===== src/rtl/core/sha256_pkg.sv =====
`default_nettype none
package sha256_pkg;

	typedef enum logic [2:0] {
		ST_ABSORB,
		ST_PAD,
		ST_LOAD,
		ST_ROUND,
		ST_UPDATE,
		ST_EMIT
	} ctrl_state_t;

	// controller to datapath
	typedef struct packed {
		logic       wr_byte;
		logic [7:0] wr_data;
		logic       count_byte;
		logic       load_work;
		logic       do_round;
		logic       update_cv;
		logic       reset_msg;
	} dp_cmd_t;

	// datapath to controller
	typedef struct packed {
		logic [5:0]  fill;
		logic [5:0]  round;
		logic [63:0] bit_len;
	} dp_stat_t;

	localparam logic [7:0] PAD_BYTE = 8'h80;
	localparam logic [5:0] LEN_OFFSET = 6'd56;

	localparam logic [31:0] ROUND_K [64] = '{
		32'h428a2f98, 32'h71374491, 32'hb5c0fbcf, 32'he9b5dba5,
		32'h3956c25b, 32'h59f111f1, 32'h923f82a4, 32'hab1c5ed5,
		32'hd807aa98, 32'h12835b01, 32'h243185be, 32'h550c7dc3,
		32'h72be5d74, 32'h80deb1fe, 32'h9bdc06a7, 32'hc19bf174,
		32'he49b69c1, 32'hefbe4786, 32'h0fc19dc6, 32'h240ca1cc,
		32'h2de92c6f, 32'h4a7484aa, 32'h5cb0a9dc, 32'h76f988da,
		32'h983e5152, 32'ha831c66d, 32'hb00327c8, 32'hbf597fc7,
		32'hc6e00bf3, 32'hd5a79147, 32'h06ca6351, 32'h14292967,
		32'h27b70a85, 32'h2e1b2138, 32'h4d2c6dfc, 32'h53380d13,
		32'h650a7354, 32'h766a0abb, 32'h81c2c92e, 32'h92722c85,
		32'ha2bfe8a1, 32'ha81a664b, 32'hc24b8b70, 32'hc76c51a3,
		32'hd192e819, 32'hd6990624, 32'hf40e3585, 32'h106aa070,
		32'h19a4c116, 32'h1e376c08, 32'h2748774c, 32'h34b0bcb5,
		32'h391c0cb3, 32'h4ed8aa4a, 32'h5b9cca4f, 32'h682e6ff3,
		32'h748f82ee, 32'h78a5636f, 32'h84c87814, 32'h8cc70208,
		32'h90befffa, 32'ha4506ceb, 32'hbef9a3f7, 32'hc67178f2
	};

	localparam logic [31:0] INIT_HASH [8] = '{
		32'h6a09e667, 32'hbb67ae85, 32'h3c6ef372, 32'ha54ff53a,
		32'h510e527f, 32'h9b05688c, 32'h1f83d9ab, 32'h5be0cd19
	};

	function automatic logic [31:0] rotr(input logic [31:0] x, input int n);
		rotr = (x >> n) | (x << (32 - n));
	endfunction

endpackage
`default_nettype wire


===== src/rtl/core/sha256_datapath.sv =====
`default_nettype none
module sha256_datapath
	import sha256_pkg::*;
(
	input  wire logic      clk,
	input  wire logic      arst_n,
	input  wire dp_cmd_t   cmd,
	input  wire logic [2:0] rd_index,
	output dp_stat_t       stat,
	output logic [31:0]    rd_word
);

	logic [31:0] cv_q [8];
	logic [31:0] wv_q [8];
	logic [31:0] win_q [16];
	logic [5:0]  fill_q;
	logic [5:0]  round_q;
	logic [60:0] count_q;

	logic [31:0] w, s0, s1, t1, t2, ch, maj, e1, e0;
	logic [31:0] x15, x2;

	// schedule: current word and next expansion; round functions and t1, t2
	always_comb begin
		x15 = win_q[1];
		x2  = win_q[14];
		s0  = rotr(x15, 7) ^ rotr(x15, 18) ^ (x15 >> 3);
		s1  = rotr(x2, 17) ^ rotr(x2, 19) ^ (x2 >> 10);
		w   = win_q[0];
		e1  = rotr(wv_q[4], 6) ^ rotr(wv_q[4], 11) ^ rotr(wv_q[4], 25);
		ch  = (wv_q[4] & wv_q[5]) ^ (~wv_q[4] & wv_q[6]);
		e0  = rotr(wv_q[0], 2) ^ rotr(wv_q[0], 13) ^ rotr(wv_q[0], 22);
		maj = (wv_q[0] & wv_q[1]) ^ (wv_q[0] & wv_q[2]) ^ (wv_q[1] & wv_q[2]);
		t1  = wv_q[7] + e1 + ch + ROUND_K[round_q] + w;
		t2  = e0 + maj;
	end

	// window: block bytes shift in one a cycle while written, then it advances per round
	always_ff @(posedge clk) begin
		if (cmd.wr_byte) begin
			for (int i = 0; i < 15; i++)
				win_q[i] <= {win_q[i][23:0], win_q[i+1][31:24]};
			win_q[15] <= {win_q[15][23:0], cmd.wr_data};
		end else if (cmd.do_round) begin
			for (int i = 0; i < 15; i++)
				win_q[i] <= win_q[i+1];
			win_q[15] <= win_q[0] + s0 + win_q[9] + s1;
		end
	end

	// working variables
	always_ff @(posedge clk) begin
		if (cmd.load_work) begin
			for (int i = 0; i < 8; i++)
				wv_q[i] <= cv_q[i];
		end else if (cmd.do_round) begin
			wv_q[7] <= wv_q[6];
			wv_q[6] <= wv_q[5];
			wv_q[5] <= wv_q[4];
			wv_q[4] <= wv_q[3] + t1;
			wv_q[3] <= wv_q[2];
			wv_q[2] <= wv_q[1];
			wv_q[1] <= wv_q[0];
			wv_q[0] <= t1 + t2;
		end
	end

	// control state: chaining value, counters
	always_ff @(posedge clk or negedge arst_n) begin
		if (!arst_n) begin
			for (int i = 0; i < 8; i++)
				cv_q[i] <= INIT_HASH[i];
			fill_q  <= '0;
			round_q <= '0;
			count_q <= '0;
		end else begin
			if (cmd.wr_byte)
				fill_q <= fill_q + 6'd1;
			if (cmd.count_byte)
				count_q <= count_q + 61'd1;
			if (cmd.load_work)
				round_q <= '0;
			else if (cmd.do_round)
				round_q <= round_q + 6'd1;
			if (cmd.update_cv)
				for (int i = 0; i < 8; i++)
					cv_q[i] <= cv_q[i] + wv_q[i];
			if (cmd.reset_msg) begin
				for (int i = 0; i < 8; i++)
					cv_q[i] <= INIT_HASH[i];
				fill_q  <= '0;
				count_q <= '0;
			end
		end
	end

	assign stat.fill    = fill_q;
	assign stat.round   = round_q;
	assign stat.bit_len = {count_q, 3'b000};
	assign rd_word      = cv_q[rd_index];

endmodule
`default_nettype wire


===== src/rtl/core/sha256_ctrl.sv =====
`default_nettype none
module sha256_ctrl
	import sha256_pkg::*;
(
	input  wire logic       clk,
	input  wire logic       arst_n,
	input  wire logic       valid,
	output logic            ready,
	input  wire logic       command,
	input  wire logic [7:0] data_byte,
	output logic            out_valid,
	input  wire logic       out_ready,
	output logic [2:0]      out_index,
	input  wire dp_stat_t   stat,
	output dp_cmd_t         cmd
);

	ctrl_state_t state_q, state_d;
	logic        fin_q;      // compression belongs to a finish
	logic        mark_q;     // pad marker written
	logic        len_here_q; // length bytes go in the current block
	logic [2:0]  idx_q;
	logic [7:0]  len_byte;
	logic        acc;

	assign acc = valid && ready;

	// length byte for the current offset, most significant first
	assign len_byte = stat.bit_len[{3'd7 - stat.fill[2:0], 3'b000} +: 8];

	// next state
	always_comb begin
		state_d = state_q;
		case (state_q)
			ST_ABSORB:
				if (acc && command)
					state_d = ST_PAD;
				else if (acc && stat.fill == 6'd63)
					state_d = ST_LOAD;
			ST_PAD:
				if (stat.fill == 6'd63)
					state_d = ST_LOAD;
			ST_LOAD:   state_d = ST_ROUND;
			ST_ROUND:
				if (stat.round == 6'd63)
					state_d = ST_UPDATE;
			ST_UPDATE:
				if (!fin_q)
					state_d = ST_ABSORB;
				else if (len_here_q)
					state_d = ST_EMIT;
				else
					state_d = ST_PAD;
			ST_EMIT:
				if (out_ready && idx_q == 3'd7)
					state_d = ST_ABSORB;
			default:   state_d = ST_ABSORB;
		endcase
	end

	// outputs
	always_comb begin
		cmd       = '0;
		ready     = (state_q == ST_ABSORB);
		out_valid = (state_q == ST_EMIT);
		out_index = idx_q;
		case (state_q)
			ST_ABSORB: begin
				cmd.wr_byte    = acc && !command;
				cmd.wr_data    = data_byte;
				cmd.count_byte = acc && !command;
			end
			ST_PAD: begin
				cmd.wr_byte = 1'b1;
				// marker first, then zeros, length bytes at offsets 56..63
				if (!mark_q)
					cmd.wr_data = PAD_BYTE;
				else if (len_here_q && stat.fill >= LEN_OFFSET)
					cmd.wr_data = len_byte;
				else
					cmd.wr_data = 8'h00;
			end
			ST_LOAD:   cmd.load_work = 1'b1;
			ST_ROUND:  cmd.do_round = 1'b1;
			ST_UPDATE: cmd.update_cv = 1'b1;
			ST_EMIT:   cmd.reset_msg = out_ready && idx_q == 3'd7;
			default: ;
		endcase
	end

	// pad sequencer: the length goes in the block whose marker precedes
	// offset 56, else in the following block
	always_ff @(posedge clk or negedge arst_n) begin
		if (!arst_n) begin
			state_q    <= ST_ABSORB;
			fin_q      <= 1'b0;
			mark_q     <= 1'b0;
			len_here_q <= 1'b0;
			idx_q      <= '0;
		end else begin
			state_q <= state_d;
			if (state_q == ST_ABSORB && acc) begin
				fin_q      <= command;
				mark_q     <= 1'b0;
				len_here_q <= 1'b0;
			end
			if (state_q == ST_PAD && !mark_q) begin
				mark_q     <= 1'b1;
				len_here_q <= (stat.fill < LEN_OFFSET);
			end
			if (state_q == ST_UPDATE && fin_q)
				len_here_q <= 1'b1;
			if (state_q == ST_EMIT && out_ready)
				idx_q <= idx_q + 3'd1;
		end
	end

endmodule
`default_nettype wire


===== src/rtl/core/sha256_byte_stream_hasher.sv =====
// Absorb: one byte per cycle; a full block then stalls input during the
// load, 64 rounds through one shared round unit, and chaining update.
// Finish: padding written one byte a cycle, one or two compressions, then
// eight digest transfers, one a cycle while out ready is high.
// Reset (arst_n low, asynchronous) restores the initial hash values and
// clears the byte count; the block buffer holds no reset value.
`default_nettype none
module sha256_byte_stream_hasher
	import sha256_pkg::*;
(
	input  wire logic        clk,
	input  wire logic        arst_n,
	input  wire logic        in_valid,
	output logic             in_ready,
	input  wire logic        command,
	input  wire logic [7:0]  data_byte,
	output logic             out_valid,
	input  wire logic        out_ready,
	output logic [31:0]      digest_word,
	output logic [2:0]       word_index,
	output logic             last_word
);

	dp_cmd_t  cmd;
	dp_stat_t stat;
	logic [2:0] idx;

	sha256_ctrl u_ctrl (
		.clk, .arst_n,
		.valid(in_valid), .ready(in_ready),
		.command, .data_byte,
		.out_valid, .out_ready,
		.out_index(idx),
		.stat, .cmd
	);

	sha256_datapath u_dp (
		.clk, .arst_n,
		.cmd, .rd_index(idx),
		.stat, .rd_word(digest_word)
	);

	assign word_index = idx;
	assign last_word  = (idx == 3'd7);

	a_no_overlap: assert property (@(posedge clk) disable iff (!arst_n)
		!(in_ready && out_valid)) else $error("input taken during digest");
	a_round_done: assert property (@(posedge clk) disable iff (!arst_n)
		cmd.update_cv |-> $past(cmd.do_round)) else $error("update without rounds");
	a_last: assert property (@(posedge clk) disable iff (!arst_n)
		(out_valid && out_ready && last_word) |=> in_ready)
		else $error("no restart after digest");

endmodule
`default_nettype wire

===== config.mk =====
export PLATFORM = sky130hd
export DESIGN_NAME = sha256_byte_stream_hasher
export DESIGN_NICKNAME = d
export VERILOG_FILES = /design/src/rtl/core/sha256_pkg.sv /design/src/rtl/core/sha256_datapath.sv /design/src/rtl/core/sha256_ctrl.sv /design/src/rtl/core/sha256_byte_stream_hasher.sv
export SDC_FILE = /design/constraint.sdc
export NUM_CORES = 2
export LEC_CHECK = 0
export BUFFER_PORTS_ARGS = -buffer_cell sky130_fd_sc_hd__buf_4
export CORE_AREA = 2 2 444 270
export DETAILED_ROUTE_END_ITERATION = 12
export DIE_AREA = 0 0 446 272
export PLACE_DENSITY = 0.81
export SYNTH_ARGS = -nofsm -noshare
export SYNTH_HDL_FRONTEND = slang
export SYNTH_SLANG_ARGS = --single-unit

===== constraint.sdc =====
create_clock -name clk -period 23.9 [get_ports clk]
set_input_delay 1.195 -clock clk [delete_from_list [all_inputs] [get_ports clk]]
set_output_delay 1.195 -clock clk [all_outputs]
set_load 0.01 [all_outputs]

# Yosys cells after proc, flatten, opt, wreduce, memory -nomap -nowiden
# Memory sizes are Yosys's and may differ from the RTL's.
# Cells that the tools add are included.
# op_classes
bitwise_logic	53
magnitude_cmp	4
n_mux	66
n_addsub	23
reduce_logical	20
eq_ne	12
shifts	1
# op_table
op	n
32-bit 2-to-1 mux	28
32-bit adder	18
256-bit 2-to-1 mux	2
32-bit bitwise XOR	9
32-bit AND	5
61-bit 2-to-1 mux	2
32-bit binary-select mux with 3-bit select	1
64-bit by 7-bit indexed part select with 8-bit output	1
61-bit by 1-bit adder with 61-bit output (second input constant)	1
32-bit inverter	1
10-bit by 32-bit OR with 32-bit output	1
13-bit by 32-bit OR with 32-bit output	1
14-bit by 32-bit OR with 32-bit output	1
15-bit by 32-bit OR with 32-bit output	1
19-bit by 32-bit OR with 32-bit output	1
21-bit by 32-bit OR with 32-bit output	1
25-bit by 32-bit OR with 32-bit output	1
26-bit by 32-bit OR with 32-bit output	1
30-bit by 32-bit OR with 32-bit output	1
7-bit by 32-bit OR with 32-bit output	1
32-bit by 22-bit bitwise XOR with 32-bit output	1
32-bit by 29-bit bitwise XOR with 32-bit output	1
6-bit 2-to-1 mux	4
1-bit OR	24
other kinds (26)	71
# totals
mem_bits_ro	2048
inputBits	13
output_inout_bits	38
register_bits	338
memories	3
elab_cells	198
mem_bits_rw	768
# mem_list
name	depth	width	rd	rd_clocked_by_memory_dff	write_ports	line_no	rtl
(no name shown)	64	32	1	0	0	sha256_datapath.sv:34	t1 = wv_q[7] + e1 + ch + ROUND_K[round_q] + w;
u_dp.win_q	16	32	16	0	16	sha256_datapath.sv:15	logic [31:0] win_q [16];
u_dp.wv_q	8	32	8	0	8	sha256_datapath.sv:14	logic [31:0] wv_q [8];

# Longest topological paths before layout
# An unclocked memory read counts as a cell.
# logic_depth
ltp_word	10
mapped_depth	39
depth_no_buf	37

# By module
# Synthesis repeated with hierarchy kept, for this count alone.
# hier_totals
hier_cells	7253
hier_area_um2	75935.3
# modules_own_cells
module	area_per_inst_um2	cells_per_inst	n_inst	seq_area_each_um2
sha256_datapath	74751.7	7144	1	31465.2
sha256_ctrl	1177.4	108	1	225.2
sha256_byte_stream_hasher	6.3	1	1	0.0

# Worst setup path before layout
# Ideal clock, no wire load.
# synth_timing
path_kind	register to register
startpoint	register u_ctrl.state_q[2]
endpoint	memory u_dp.win_q[0][0], enable pin
path_stages_with_launch	9
synth_period_minus_slack_ns	20.291
t_arrival_ns	16.659
setup_ns	3.632
slack_ns	3.609
n_path_buf	3
t_required_ns	20.268
cell_sequence	dfrtp_1 clkbuf_1 clkinv_1 nand2_1 clkinv_1 nand2_1 clkbuf_1 clkbuf_1 nand2_1
# synth_lines
item	line_no	rtl
start, declared	sha256_ctrl.sv:18	ctrl_state_t state_q, state_d;
start signal, assigned	sha256_ctrl.sv:101	state_q <= state_d;
end, declared	sha256_datapath.sv:15	

==> run_results.csv <==
group,metric,value,unit
clock_network,cts_resized,0,
timing,grt_setup_unrepaired,"false",
floorplan,initial_core_util,0.643,
synth,synthDistinctLibCells,96,
synth,yosysTopAreaCell,"edfxtp_1",
clock_network,ctsLongestPathBuffers,3,
placement,gp_congestion,1.03,
critical_path,critical_path.max_fanout,23,
synth,synth_area_per_cell,9.18,µm²
floorplan,die_w,446,µm
global_routing,grt_first_pass_wirelength,370,mm
clock_network,path_clk_slew,70,ps
flow_run,max-cap-violations,1,
cells_and_area,drive_above_1_share,0.0753,
cells_and_area,seq_area,0.0317,mm²
synth,synth_warnings,0,
timing,fin_setup_tns,0,ps
timing,fin_ws,13030,ps
global_routing,grt_pass1_vias,57369,
routing,via_count,63322,
critical_path,cp.arrival,11370,ps
synth,synth_seq_cells,1106,
critical_path,crit_type,"flip-flop to flip-flop",
synth,ys_async_sr_fraction,0.306,
synth,yosys-top-cells-count,"nand2_1 (2427), edfxtp_1 (768), a21oi_1 (522), o21ai_0 (437), clkbuf_1 (430)",
global_routing,antenna_found_initial,4,
placement,placed_cells,9436,
floorplan,die_y,272,µm
timing,finalCriticalPeriod,10870,ps
floorplan,core,0.118,mm²
timing,period_share,0.455,
placement,post-place-ws,13430,ps
clock_network,cts_tree,"built",
routing,firstDrtPassIters,8,
timing,fin_worst_skew,96.7,ps
cells_and_area,fill_cells,9025,
clock_network,cts.htree.levels,3,
cells_and_area,nets,8600,
routing,drt-total-wl,250,mm
timing,slew_violations,0,
synth,syn_inst,8241,
clock_network,cts_buffers,105,
floorplan,num_io_pins,51,
cells_and_area,multi_input_area,0.0413,mm²
cells_and_area,fin_cells,9634,
routing,wl_per_cell,26.0,µm
timing,setup_viol,0,
clock_network,cts_num_sinks,1106,
worst_hold_path,min_path_type,"input port to async pin",
placement,dp_hpwl,183,mm
clock_network,root_buffer,"clkbuf_16",
critical_path,crit_slowest_cell,"ha_1",
critical_path,end_kind,"flip-flop",
timing,tightestPinTransition,1460,ps
synth,synth_top_area_frac,0.305,
placement,portBuffers,50,
synth,synth.top_cells.by_area,"edfxtp_1 (30%), nand2_1 (12%), dfrtp_1 (6.7%), ha_1 (6.6%), fa_1 (5.2%)",
timing,hold_violations,0,
synth,yosysMostFrequentCell,"nand2_1",
global_routing,grtUsageTotal,0.406,
outcome,violations,"max-capacitance violations",
global_routing,grt_max_degree,198,
critical_path,max_stage_delay,780,ps
outcome,status,"finished, violations left",
critical_path,cp_common_cell,"fa_1",
routing,drc,0,
routing,antenna_left,0,
timing,fmax,0.0920,GHz
synth,syn_nets,8847,
routing,vias_per_cell,6.57,
synth,syn_area,0.0757,mm²
clock_network,clock_latency,790,ps
synth,yosysSeqAreaShare,0.419,
synth,synth-edff-count,768,
synth,ys.flop_type,"edfxtp_1",
clock_network,hold_buffers,0,
floorplan,fp-row-count,98,
timing,slew_headroom,0.0213,
critical_path,start_kind,"flip-flop",
floorplan,dieArea,0.121,mm²
critical_path,worst_ep_required_time,24400,ps
cells_and_area,post-route-util,0.683,
routing,drt_iter0_drc,10435,
cells_and_area,area_delta_synth_final,6.21,%
clock_network,post_cts_buffers,0,
global_routing,grt_overflow,0,
-- flip-flops by register name, indices dropped and copies added, names as in the netlist --
name               count
u_dp.fill_q            6
u_ctrl.len_here_q      1
u_dp.wv_q            256
u_dp.win_q           512
u_ctrl.mark_q          1
u_ctrl.state_q         3
u_dp.round_q           6
u_dp.count_q          61
u_dp.cv_q            256
u_ctrl.fin_q           1
u_ctrl.out_index       3
-- cell usage in the layout, fill, tap and decap left out, drive strengths merged, types with 16 or more instances in the layout --
master	n
clkinv	44
o21a	50
o31ai	35
nor2b	38
ha	398
o21bai	43
inv	261
fa	195
maj3	24
mux2	65
xor2	219
nor2	383
nor3b	17
o21ai	453
a211oi	56
and2	16
nand2	2427
dfstp	136
xnor2	408
buf	118
nand3	147
edfxtp	768
a211o	19
nor3	105
o211ai	32
a21o	164
clkbuf	136
nand4	32
and3	51
or3	36
nand2b	58
mux4	82
a21oi	524
dfrtp	202
a31oi	62
mux2i	25
-- cell families (layout without fill, tap and decap cells) --
group	Yosys count	count (layout)	synth area share
AO/OA/AOI/OAI	1613	1613	0.131
XOR/XNOR	628	628	0.0729
adder cells (fa/ha/maj)	617	617	0.121
buffers and inverters	735	577	0.0365
flip-flops	1106	1106	0.419
multiplexers	172	172	0.0374
other	0	1	0
AND/OR/NAND/NOR	3370	3370	0.183
-- layout make-up --
class	count	share of cell area
Antenna cell	1	0.0000311
Sequential cell	1106	0.395
Clock inverter	60	0.00825
Inverter	263	0.0124
Timing Repair Buffer	118	0.0122
Multi-Input combinational cell	6400	0.514
Tap cell	1550	0.0241
Clock buffer	136	0.0346
-- routing by layer --
metal	GRT usage	vias to the layer above	share of wire
li1	-	27949	-
met1	0.660	30763	0.44
met2	0.490	4278	0.37
met3	0.174	330	0.17
met4	0.0730	2	0.018
met5	0	-	0.000052
-- path summary, 6_finish.rpt --
path	startpoint	end	slack, ps	cells past startpoint
hold reg to reg	u_dp.win_q[0][404]	u_dp.win_q[0][412]	500	2
setup reg to reg	u_dp.round_q[0]	u_dp.wv_q[0][31]	13030	36
setup / recovery	u_dp.round_q[0]	u_dp.wv_q[0][31]	13030	36
min in group clk	u_dp.win_q[0][404]	u_dp.win_q[0][412]	500	2
hold / removal	arst_n	u_ctrl.out_index[1]	440	1
max in group asynchronous	arst_n	u_dp.round_q[3]	21900	2
-- critical path, delay by kind of cell, from the launching register on --
| family | cells | cell delay [ps] |
|---|---|---|
| compound gates | 14 | 4020 |
| xor+xnor | 3 | 530 |
| fa+ha+maj | 8 | 3640 |
| buf+inv | 4 | 810 |
| flops | 1 | 320 |
| simple gates | 7 | 1310 |
-- metrics by stage --
stage	hold WS [ps]	cell area (µm²)
5_1_grt	494	80400
2_1_floorplan	462	75700
4_1_cts	475	80400
3_3_place_gp	508	76900
3_5_place_dp	514	76900
6_report	436	80400
Power is not shown: default switching activity piles up to over one toggle a cycle in this logic, so the estimate is an artifact.
